--- config.mk ---
export PLATFORM = sky130hd
export DESIGN_NAME = pulse_width_serial_frame_receiver
export DESIGN_NICKNAME = d
export VERILOG_FILES = /design/src/hw/rtl/pwsfr_pkg.sv /design/src/hw/rtl/pwsfr_front.sv /design/src/hw/rtl/pwsfr_queue.sv /design/src/hw/rtl/pwsfr_back.sv /design/src/hw/rtl/pulse_width_serial_frame_receiver.sv
export SDC_FILE = /design/constraint.sdc
export NUM_CORES = 1
export LEC_CHECK = 0
export ABC_CLOCK_PERIOD_IN_PS = 14930
export BUFFER_PORTS_ARGS = -buffer_cell sky130_fd_sc_hd__buf_2
export CAP_MARGIN = 20
export CORE_ASPECT_RATIO = 0.6
export CORE_MARGIN = 2
export CORE_UTILIZATION = 50
export CTS_CLUSTER_SIZE = 40
export DETAILED_ROUTE_END_ITERATION = 6
export GPL_TIMING_DRIVEN = 0
export PLACE_DENSITY = 0.68
export SLEW_MARGIN = 15
export SYNTH_ARGS = -nofsm -noshare
export SYNTH_HDL_FRONTEND = slang
export SYNTH_HIERARCHICAL = 1
export SYNTH_SLANG_ARGS = --single-unit
--- constraint.sdc ---
create_clock -name clk -period 14.93 [get_ports clk]
set_clock_uncertainty 0.1 [all_clocks]
set_input_delay 3.7325 -clock clk [delete_from_list [all_inputs] [get_ports clk]]
set_output_delay 3.7325 -clock clk [all_outputs]
set_load 0.02 [all_outputs]
--- src/hw/rtl/pwsfr_pkg.sv ---
`timescale 1ns / 1ps
// ----------------------------------------------------------------------------
// pwsfr_pkg
// shared types and constants for the pulse-width serial frame receiver
// ----------------------------------------------------------------------------
package pwsfr_pkg;

  localparam int FRAME_BYTES_DEF = 11;
  localparam int DATA_BITS_DEF   = 8;
  localparam int TICK_SHIFT_DEF  = 3;

  // depth of the queue between the edge front end and the decoder
  localparam int QUEUE_DEPTH = 2;

  // reset values of the configuration registers
  localparam logic [7:0] BIT_ONE_THR_RST  = 8'd16;
  localparam logic [7:0] LINE_LOW_THR_RST = 8'd26;
  localparam logic [7:0] FRAME_ID_RST     = 8'd0;
  localparam logic [7:0] FRAME_LEN_RST    = 8'd0;

  typedef enum logic [1:0] {
    REG_BIT_ONE_THR  = 2'd0,
    REG_LINE_LOW_THR = 2'd1,
    REG_FRAME_ID     = 2'd2,
    REG_FRAME_LEN    = 2'd3
  } reg_idx_t;

  // one measured pulse pair, or a plain timestamp event when decode is low
  typedef struct packed {
    logic       decode;
    logic [7:0] low_us;
    logic [7:0] high_us;
  } sym_t;

  typedef struct packed {
    logic [7:0] bit_one_thr;
    logic [7:0] line_low_thr;
    logic [7:0] frame_id;
    logic [7:0] frame_len;
  } cfg_t;

  typedef struct packed {
    logic full;
    logic empty;
  } q_stat_t;

endpackage

--- src/hw/rtl/pwsfr_front.sv ---
`timescale 1ns / 1ps
// ----------------------------------------------------------------------------
// pwsfr_front
// edge front end: timestamps edges and measures low and high pulse widths
// ----------------------------------------------------------------------------
module pwsfr_front #(
  parameter int TICK_SHIFT = pwsfr_pkg::TICK_SHIFT_DEF
) (
  input  logic              clk,
  input  logic              rst,
  input  logic              accept,
  input  logic              edge_rising,
  input  logic [15:0]       capture_time,
  output pwsfr_pkg::sym_t   sym
);

  logic [15:0] last_fall_time;
  logic [15:0] last_rise_time;
  logic [15:0] low_width_ticks;
  logic        rise_seen;

  logic [15:0] low_next;
  logic [15:0] high_ticks;
  logic [15:0] low_scaled;
  logic [15:0] high_scaled;

  assign low_next    = capture_time - last_fall_time;
  assign high_ticks  = capture_time - last_rise_time;
  assign low_scaled  = low_width_ticks >> TICK_SHIFT;
  assign high_scaled = high_ticks >> TICK_SHIFT;

  always_comb begin
    sym.decode  = !edge_rising && rise_seen;
    sym.low_us  = low_scaled[7:0];
    sym.high_us = high_scaled[7:0];
  end

  always_ff @(posedge clk) begin
    if (rst) begin
      last_fall_time  <= '0;
      last_rise_time  <= '0;
      low_width_ticks <= '0;
      rise_seen       <= 1'b0;
    end else if (accept) begin
      if (edge_rising) begin
        last_rise_time  <= capture_time;
        low_width_ticks <= low_next;
        rise_seen       <= 1'b1;
      end else begin
        last_fall_time <= capture_time;
        rise_seen      <= 1'b0;
      end
    end
  end

endmodule

--- src/hw/rtl/pwsfr_queue.sv ---
`timescale 1ns / 1ps
// ----------------------------------------------------------------------------
// pwsfr_queue
// short register queue between front end and decoder
// ----------------------------------------------------------------------------
module pwsfr_queue #(
  parameter int WIDTH = 1,
  parameter int DEPTH = pwsfr_pkg::QUEUE_DEPTH
) (
  input  logic                 clk,
  input  logic                 rst,
  input  logic                 push,
  input  logic [WIDTH-1:0]     wdata,
  input  logic                 pop,
  output logic [WIDTH-1:0]     rdata,
  output pwsfr_pkg::q_stat_t   stat
);

  localparam int PW = (DEPTH > 1) ? $clog2(DEPTH) : 1;
  localparam int CW = $clog2(DEPTH + 1);
  localparam logic [PW-1:0] LAST_SLOT = PW'(DEPTH - 1);
  localparam logic [CW-1:0] FULL_CNT  = CW'(DEPTH);

  logic [WIDTH-1:0] slots [DEPTH];
  logic [PW-1:0]    wptr;
  logic [PW-1:0]    rptr;
  logic [CW-1:0]    count;

  assign rdata      = slots[rptr];
  assign stat.full  = (count == FULL_CNT);
  assign stat.empty = (count == '0);

  always_ff @(posedge clk) begin
    if (push) begin
      slots[wptr] <= wdata;
    end
  end

  always_ff @(posedge clk) begin
    if (rst) begin
      wptr  <= '0;
      rptr  <= '0;
      count <= '0;
    end else begin
      if (push) begin
        wptr <= (wptr == LAST_SLOT) ? '0 : wptr + PW'(1);
      end
      if (pop) begin
        rptr <= (rptr == LAST_SLOT) ? '0 : rptr + PW'(1);
      end
      if (push && !pop) begin
        count <= count + CW'(1);
      end else if (pop && !push) begin
        count <= count - CW'(1);
      end
    end
  end

endmodule

--- src/hw/rtl/pwsfr_back.sv ---
`timescale 1ns / 1ps
// ----------------------------------------------------------------------------
// pwsfr_back
// decoder: bit slicing, byte assembly, framer and output register
// ----------------------------------------------------------------------------
module pwsfr_back #(
  parameter int FRAME_BYTES = pwsfr_pkg::FRAME_BYTES_DEF,
  parameter int DATA_BITS   = pwsfr_pkg::DATA_BITS_DEF
) (
  input  logic               clk,
  input  logic               rst,
  input  pwsfr_pkg::cfg_t    cfg,
  input  pwsfr_pkg::q_stat_t q_stat,
  input  pwsfr_pkg::sym_t    sym,
  output logic               pop,
  output logic               out_valid,
  input  logic               out_stall,
  output logic               line_level,
  output logic               byte_done,
  output logic [7:0]         byte_value,
  output logic               frame_byte_valid,
  output logic [3:0]         frame_byte_index,
  output logic               frame_last
);

  localparam logic [3:0] LAST_POS  = 4'(FRAME_BYTES - 1);
  localparam logic [3:0] DATA_CNT  = 4'(DATA_BITS);

  logic       line_out;
  logic       in_byte;
  logic [3:0] bit_index;
  logic [7:0] byte_shift;
  logic [3:0] frame_position;

  logic       line_next;
  logic       in_byte_next;
  logic [3:0] bit_index_next;
  logic [7:0] byte_shift_next;
  logic [3:0] frame_position_next;
  logic       done;
  logic       accepted;
  logic [3:0] index;
  logic       last;
  logic [7:0] diff;
  logic       one;
  logic [3:0] bit_inc;

  assign pop = !q_stat.empty && (!out_valid || !out_stall);

  always_comb begin
    diff    = (sym.low_us > sym.high_us) ? sym.low_us - sym.high_us
                                         : sym.high_us - sym.low_us;
    one     = (diff >= cfg.bit_one_thr);
    bit_inc = bit_index + 4'd1;

    line_next       = line_out;
    in_byte_next    = in_byte;
    bit_index_next  = bit_index;
    byte_shift_next = byte_shift;
    done            = 1'b0;

    if (sym.decode) begin
      line_next = !(sym.low_us > cfg.line_low_thr);
      if (!in_byte) begin
        // a zero while idle is the start bit
        if (!one) begin
          in_byte_next   = 1'b1;
          bit_index_next = '0;
        end
      end else begin
        if (!bit_index[3]) begin
          byte_shift_next[bit_index[2:0]] = one;
        end
        bit_index_next = bit_inc;
        if (bit_inc >= DATA_CNT) begin
          in_byte_next = 1'b0;
          done         = 1'b1;
        end
      end
    end

    frame_position_next = frame_position;
    accepted            = 1'b0;
    index               = '0;
    last                = 1'b0;
    if (done) begin
      priority if (frame_position == 4'd0) begin
        if (byte_shift_next == cfg.frame_id) begin
          accepted            = 1'b1;
          frame_position_next = 4'd1;
        end
      end else if (frame_position == 4'd1) begin
        if (byte_shift_next == cfg.frame_len) begin
          accepted            = 1'b1;
          index               = 4'd1;
          frame_position_next = 4'd2;
        end else begin
          frame_position_next = '0;
        end
      end else if (frame_position < LAST_POS) begin
        accepted            = 1'b1;
        index               = frame_position;
        frame_position_next = frame_position + 4'd1;
      end else if (frame_position == LAST_POS) begin
        accepted            = 1'b1;
        index               = frame_position;
        last                = 1'b1;
        frame_position_next = '0;
      end else begin
        frame_position_next = '0;
      end
    end
  end

  always_ff @(posedge clk) begin
    if (rst) begin
      line_out       <= 1'b1;
      in_byte        <= 1'b0;
      bit_index      <= '0;
      byte_shift     <= '0;
      frame_position <= '0;
      out_valid      <= 1'b0;
    end else begin
      if (pop) begin
        line_out       <= line_next;
        in_byte        <= in_byte_next;
        bit_index      <= bit_index_next;
        byte_shift     <= byte_shift_next;
        frame_position <= frame_position_next;
        out_valid      <= 1'b1;
      end else if (!out_stall) begin
        out_valid <= 1'b0;
      end
    end
  end

  always_ff @(posedge clk) begin
    if (pop) begin
      line_level       <= line_next;
      byte_done        <= done;
      byte_value       <= done ? byte_shift_next : 8'd0;
      frame_byte_valid <= accepted;
      frame_byte_index <= index;
      frame_last       <= last;
    end
  end

endmodule

--- src/hw/rtl/pulse_width_serial_frame_receiver.sv ---
`timescale 1ns / 1ps
// ----------------------------------------------------------------------------
// pulse_width_serial_frame_receiver
// decodes pulse-width coded serial bytes from edge captures and frames them
// ----------------------------------------------------------------------------
//
// channel   dir  handshake              beat contents
// --------  ---  ---------------------  ----------------------------------------
// in        in   in_valid / in_stall    edge_rising, capture_time
// out       out  out_valid / out_stall  line_level, byte_done, byte_value,
//                                       frame_byte_valid, frame_byte_index,
//                                       frame_last
// cfg       in   cfg_valid / cfg_ready  cfg_index, cfg_data
//
// one result beat per input beat; one beat per cycle sustained while out_stall
// is low; the edge front end writes each input beat into the queue, and the
// decoder writes its result into the output register
// the front end stalls only when the two-entry queue is full; the decoder
// keeps draining into the output register while the previous result is taken
// synchronous reset: line idles high, framer hunts for the frame id, no
// pulse measured yet; configuration registers return to their defaults
// cfg_ready is always high
//
module pulse_width_serial_frame_receiver #(
  parameter int FRAME_BYTES = pwsfr_pkg::FRAME_BYTES_DEF,
  parameter int DATA_BITS   = pwsfr_pkg::DATA_BITS_DEF,
  parameter int TICK_SHIFT  = pwsfr_pkg::TICK_SHIFT_DEF
) (
  input  logic        clk,
  input  logic        rst,
  // edge capture beats
  input  logic        in_valid,
  output logic        in_stall,
  input  logic        edge_rising,
  input  logic [15:0] capture_time,
  // result beats
  output logic        out_valid,
  input  logic        out_stall,
  output logic        line_level,
  output logic        byte_done,
  output logic [7:0]  byte_value,
  output logic        frame_byte_valid,
  output logic [3:0]  frame_byte_index,
  output logic        frame_last,
  // register writes
  input  logic        cfg_valid,
  output logic        cfg_ready,
  input  logic [1:0]  cfg_index,
  input  logic [7:0]  cfg_data
);

  localparam int SYM_W = $bits(pwsfr_pkg::sym_t);

  pwsfr_pkg::cfg_t    cfg;
  pwsfr_pkg::q_stat_t q_stat;
  pwsfr_pkg::sym_t    front_sym;
  pwsfr_pkg::sym_t    head_sym;
  logic               in_accept;
  logic               pop;

  // the queue never needs more than its depth, so stall only when full
  assign in_stall  = q_stat.full;
  assign in_accept = in_valid && !in_stall;
  assign cfg_ready = 1'b1;

  // configuration registers
  always_ff @(posedge clk) begin
    if (rst) begin
      cfg.bit_one_thr  <= pwsfr_pkg::BIT_ONE_THR_RST;
      cfg.line_low_thr <= pwsfr_pkg::LINE_LOW_THR_RST;
      cfg.frame_id     <= pwsfr_pkg::FRAME_ID_RST;
      cfg.frame_len    <= pwsfr_pkg::FRAME_LEN_RST;
    end else if (cfg_valid && cfg_ready) begin
      unique case (pwsfr_pkg::reg_idx_t'(cfg_index))
        pwsfr_pkg::REG_BIT_ONE_THR:  cfg.bit_one_thr  <= cfg_data;
        pwsfr_pkg::REG_LINE_LOW_THR: cfg.line_low_thr <= cfg_data;
        pwsfr_pkg::REG_FRAME_ID:     cfg.frame_id     <= cfg_data;
        pwsfr_pkg::REG_FRAME_LEN:    cfg.frame_len    <= cfg_data;
        default: ;
      endcase
    end
  end

  // front end: timestamps and pulse widths
  pwsfr_front #(
    .TICK_SHIFT (TICK_SHIFT)
  ) u_front (
    .clk          (clk),
    .rst          (rst),
    .accept       (in_accept),
    .edge_rising  (edge_rising),
    .capture_time (capture_time),
    .sym          (front_sym)
  );

  // measured pulses waiting for the decoder
  pwsfr_queue #(
    .WIDTH (SYM_W),
    .DEPTH (pwsfr_pkg::QUEUE_DEPTH)
  ) u_queue (
    .clk   (clk),
    .rst   (rst),
    .push  (in_accept),
    .wdata (front_sym),
    .pop   (pop),
    .rdata (head_sym),
    .stat  (q_stat)
  );

  // back end: bits, bytes, frame and the output register
  pwsfr_back #(
    .FRAME_BYTES (FRAME_BYTES),
    .DATA_BITS   (DATA_BITS)
  ) u_back (
    .clk              (clk),
    .rst              (rst),
    .cfg              (cfg),
    .q_stat           (q_stat),
    .sym              (head_sym),
    .pop              (pop),
    .out_valid        (out_valid),
    .out_stall        (out_stall),
    .line_level       (line_level),
    .byte_done        (byte_done),
    .byte_value       (byte_value),
    .frame_byte_valid (frame_byte_valid),
    .frame_byte_index (frame_byte_index),
    .frame_last       (frame_last)
  );

  // a result without a finished byte carries no frame byte
  assert property (@(posedge clk) disable iff (rst)
    out_valid && !byte_done |-> !frame_byte_valid && byte_value == 8'd0)
    else $error("frame byte flagged without a finished byte");

  // the last-byte flag only sits on the final frame position
  assert property (@(posedge clk) disable iff (rst)
    out_valid && frame_last |->
      frame_byte_valid && frame_byte_index == 4'(FRAME_BYTES - 1))
    else $error("frame_last on a byte that is not the last of the frame");

  // nothing comes out in the cycle after reset
  assert property (@(posedge clk) rst |=> !out_valid)
    else $error("result beat straight after reset");

endmodule
==> impl_metrics.tcl <==
set metrics [dict create \
    clock.fmax_ghz 0.158 \
    worstPathRequired_ns 15.08 \
    yosys-top-cells-area "dfxtp_1 21%, edfxtp_1 18%, ha_1 8.5%" \
    vias 6656 \
    path_clk_slew_ns 0.06 \
    synth_edf_count 50 \
    cts.sinks 137 \
    num_rows 36 \
    avgSynthCellArea_um2 9.39 \
    async_reset_ff_share_pct 0 \
    syn_inst 866 \
    setup_violations 0 \
    cp_slowest_stage_delay_ns 0.76 \
    grt_max_degree 28 \
    grt_overflow 0 \
    start_util_pct 50.6 \
    worst_ep_arrival_time_ns 6.46 \
    wl_per_cell_um 17.6 \
    crit_fanout 10 \
    nets 1019 \
    wl_um 20300 \
    synth_fp_nets 955 \
    crit_type "reg -> reg" \
    io_pins 51 \
    via_per_inst 5.78 \
    cts_max_level 4 \
    cts_tree "built" \
    synth_warnings 6 \
    fp.dieH_um 103 \
    yosysUniqueCellTypes 82 \
    dieArea_um2 17300 \
    worst_pin_slew_ns 0.966 \
    num-fill-cells 1396 \
    grt_pass1_vias 6065 \
    p_per_area_nw_per_um2 180 \
    status "complete, no violations" \
    grt_antenna_before_repair 0 \
    stdcell_count 1152 \
    start_kind "register" \
    yosysSeqAreaShare_pct 39.9 \
    total_power_mw 1.65 \
    cp_cell_sequence "buf_2, buf_4, mux2_2, inv_1, ha_1, inv_1, fa_1, a21o_1, a211oi_1, o21ai_1, nand2_1, mux2i_1, o21ai_0, xor2_1, ha_1, nand4_1, nor3_1, nor2_1, mux2i_1, nand4_1, a211oi_1" \
    die_x_um 169 \
    clockRootBuffer "clkbuf_16" \
    setup-tns-final_ns 0 \
    grt_pass1_wl_um 32100 \
    post-route-util_pct 57.0 \
    ant_nets 0 \
    postPlaceCellArea_um2 8630 \
    hold_violations 0 \
    ys_seq_elements 137 \
    power_leakage_nw 3.66 \
    post_cts_resize_count 0 \
    post-cts-setup-buffers 0 \
    fin_area_um2 9170 \
    cap_violations 0 \
    drt_first_pass_iters 7 \
    diodes 0 \
    track_usage_pct 24.2 \
    fin_crit_ns 6.31 \
    coreArea_um2 16100 \
    clkLatencyLatePin_ns 0.42 \
    fin_crit_sh_pct 42.3 \
    dp_hpwl_um 15200 \
    yosysTopAreaCellShare_pct 21.4 \
    slew_headroom_pct 35.1 \
    drive_above_1_share_pct 14.2 \
    drtIter0Drc 699 \
    synth_area_leader_cell "dfxtp_1" \
    endpoint_kind "register" \
    rsz0062_at_grt "no" \
    vdd_drop_max_uv 123 \
    io_buffers 44 \
    ys.flop_type "dfxtp_1" \
    cts_hold_buf 0 \
    slowest_stage "nor3_1" \
    drc 0 \
    numCtsBuffers 17 \
    min_path_type "reg -> reg" \
    finalMaxSlewViolations 0 \
    area_delta_synth_final_pct 12.7 \
    clk_path_buf_depth 2 \
    gp_congestion 1.00 \
    place_inst 1120 \
    syn_area_um2 8130 \
]
metrics by stage:
step | setup slack [ns] | hold slack (ns)
after floorplan | 9.09 | 0.325
after global placement | 8.23 | 0.343
after CTS | 8.78 | 0.356
after global routing | 8.20 | 0.373
after detailed placement | 8.78 | 0.348
final | 8.62 | 0.356
synth_stat cells, drive strengths merged, types with 3 or more instances:
cell / instances
xor2: 15
a22oi: 6
a32oi: 4
nand2b: 42
dfxtp: 87
a2111oi: 5
nor2: 39
and2: 12
a21oi: 72
buf: 16
nand3: 17
o22ai: 5
ha: 55
nand3b: 7
clkbuf: 23
o2111ai: 4
inv: 67
mux2i: 40
nor4: 4
a311oi: 9
xnor2: 14
and3b: 4
a21o: 8
o21ai: 25
mux2: 20
and3: 9
edfxtp: 50
o221ai: 3
o21a: 7
or3: 6
nand2: 86
nand4: 11
nor3b: 4
a211oi: 11
nor2b: 11
a211o: 6
nor3: 17
o211ai: 4
layer usage:
layer | track usage, % | share of wire, % | up-vias | wire length, um
li1 | - | - | 3261 | -
met1 | 37.7 | 53 | 3103 | 10700
met2 | 30.9 | 37 | 263 | 7590
met3 | 7.91 | 8.7 | 29 | 1770
met4 | 7.36 | 1.2 | 0 | 251
met5 | 0 | 0 | - | 0
logic make-up (layout without fill, tap and decap cells):
logic type	after synthesis	count (layout)	synth area share, %
AND/OR/NAND/NOR	284	284	18.6
AO/OA/AOI/OAI	192	192	16.2
flip-flops	137	137	39.9
buffers and inverters	106	183	5.51
multiplexers	60	60	7.69
adder cells (fa/ha/maj)	57	57	8.95
XOR/XNOR	29	29	3.12
other	1	1	0.0461
flip-flops by register name, indices dropped and copies added (netlist names), 2 cells and up, named ones only:
name                     cells
u_back/frame_byte_index      4
u_queue/count                2
u_front/last_fall_time      11
u_front/last_rise_time      11
u_back/frame_position        4
u_back/bit_index             4
u_back/byte_value            8
u_front/low_width_ticks      8
u_queue/slots               34
cfg                         32
u_back/byte_shift            8
final cells by class:
cell class / count / area (um2) / area share [%]
clock inverters: 13 / 105 / 1.15
clock buffers: 19 / 433 / 4.72
repair buffers: 45 / 231 / 2.52
flip-flops and latches: 137 / 3240 / 35.4
plain buffers: 39 / 198 / 2.16
well taps: 209 / 262 / 2.85
multi-input cells: 623 / 4450 / 48.5
inverters: 67 / 251 / 2.74
placed cells by master (no fill, tap or decap), types with 8 or more instances in the layout:
master      n
a211oi_1   11
a21o_1      8
a21oi_1    69
a311oi_1    9
and2_1      9
and3_1      8
buf_2      51
clkbuf_1   24
clkbuf_16  17
dfxtp_1    87
edfxtp_1   50
ha_1       55
inv_1      67
mux2_2     20
mux2i_1    40
nand2_1    86
nand2b_1   41
nand3_1    17
nand4_1    11
nor2_1     39
nor2b_1    10
nor3_1     16
o21ai_0    23
xnor2_1    14
xor2_1     15
critical path, delay by kind of cell (launching register included):
kind | cells | cell delay, ns
AOI/OAI and AO/OA | 5 | 1.18
xor gates and xnor gates | 1 | 0.16
adders and majority gates | 3 | 0.94
buffers and inverters | 4 | 0.68
DFF | 1 | 0.30
muxes | 3 | 0.97
and+or+nand+nor | 5 | 1.79
where the power goes:
part	total (mW)	switching [mW]	internal, mW	leakage, nW
combinational	0.780	0.503	0.277	2.21
clock	0.388	0.161	0.227	0.257
sequential	0.478	0.0221	0.456	1.19
worst paths after layout:
path / from / end / slack [ns] / cells after the start
worst max register to register: register / u_back/frame_byte_index[0] / 8.62 / 21
worst min-delay path: u_front/last_fall_time[6] / u_front/last_fall_time[6] / 0.36 / 2
worst min register to register: u_front/last_fall_time[6] / u_front/last_fall_time[6] / 0.36 / 2
worst max-delay path: register / u_back/frame_byte_index[0] / 8.62 / 21
(Power assumes the default switching activity.)
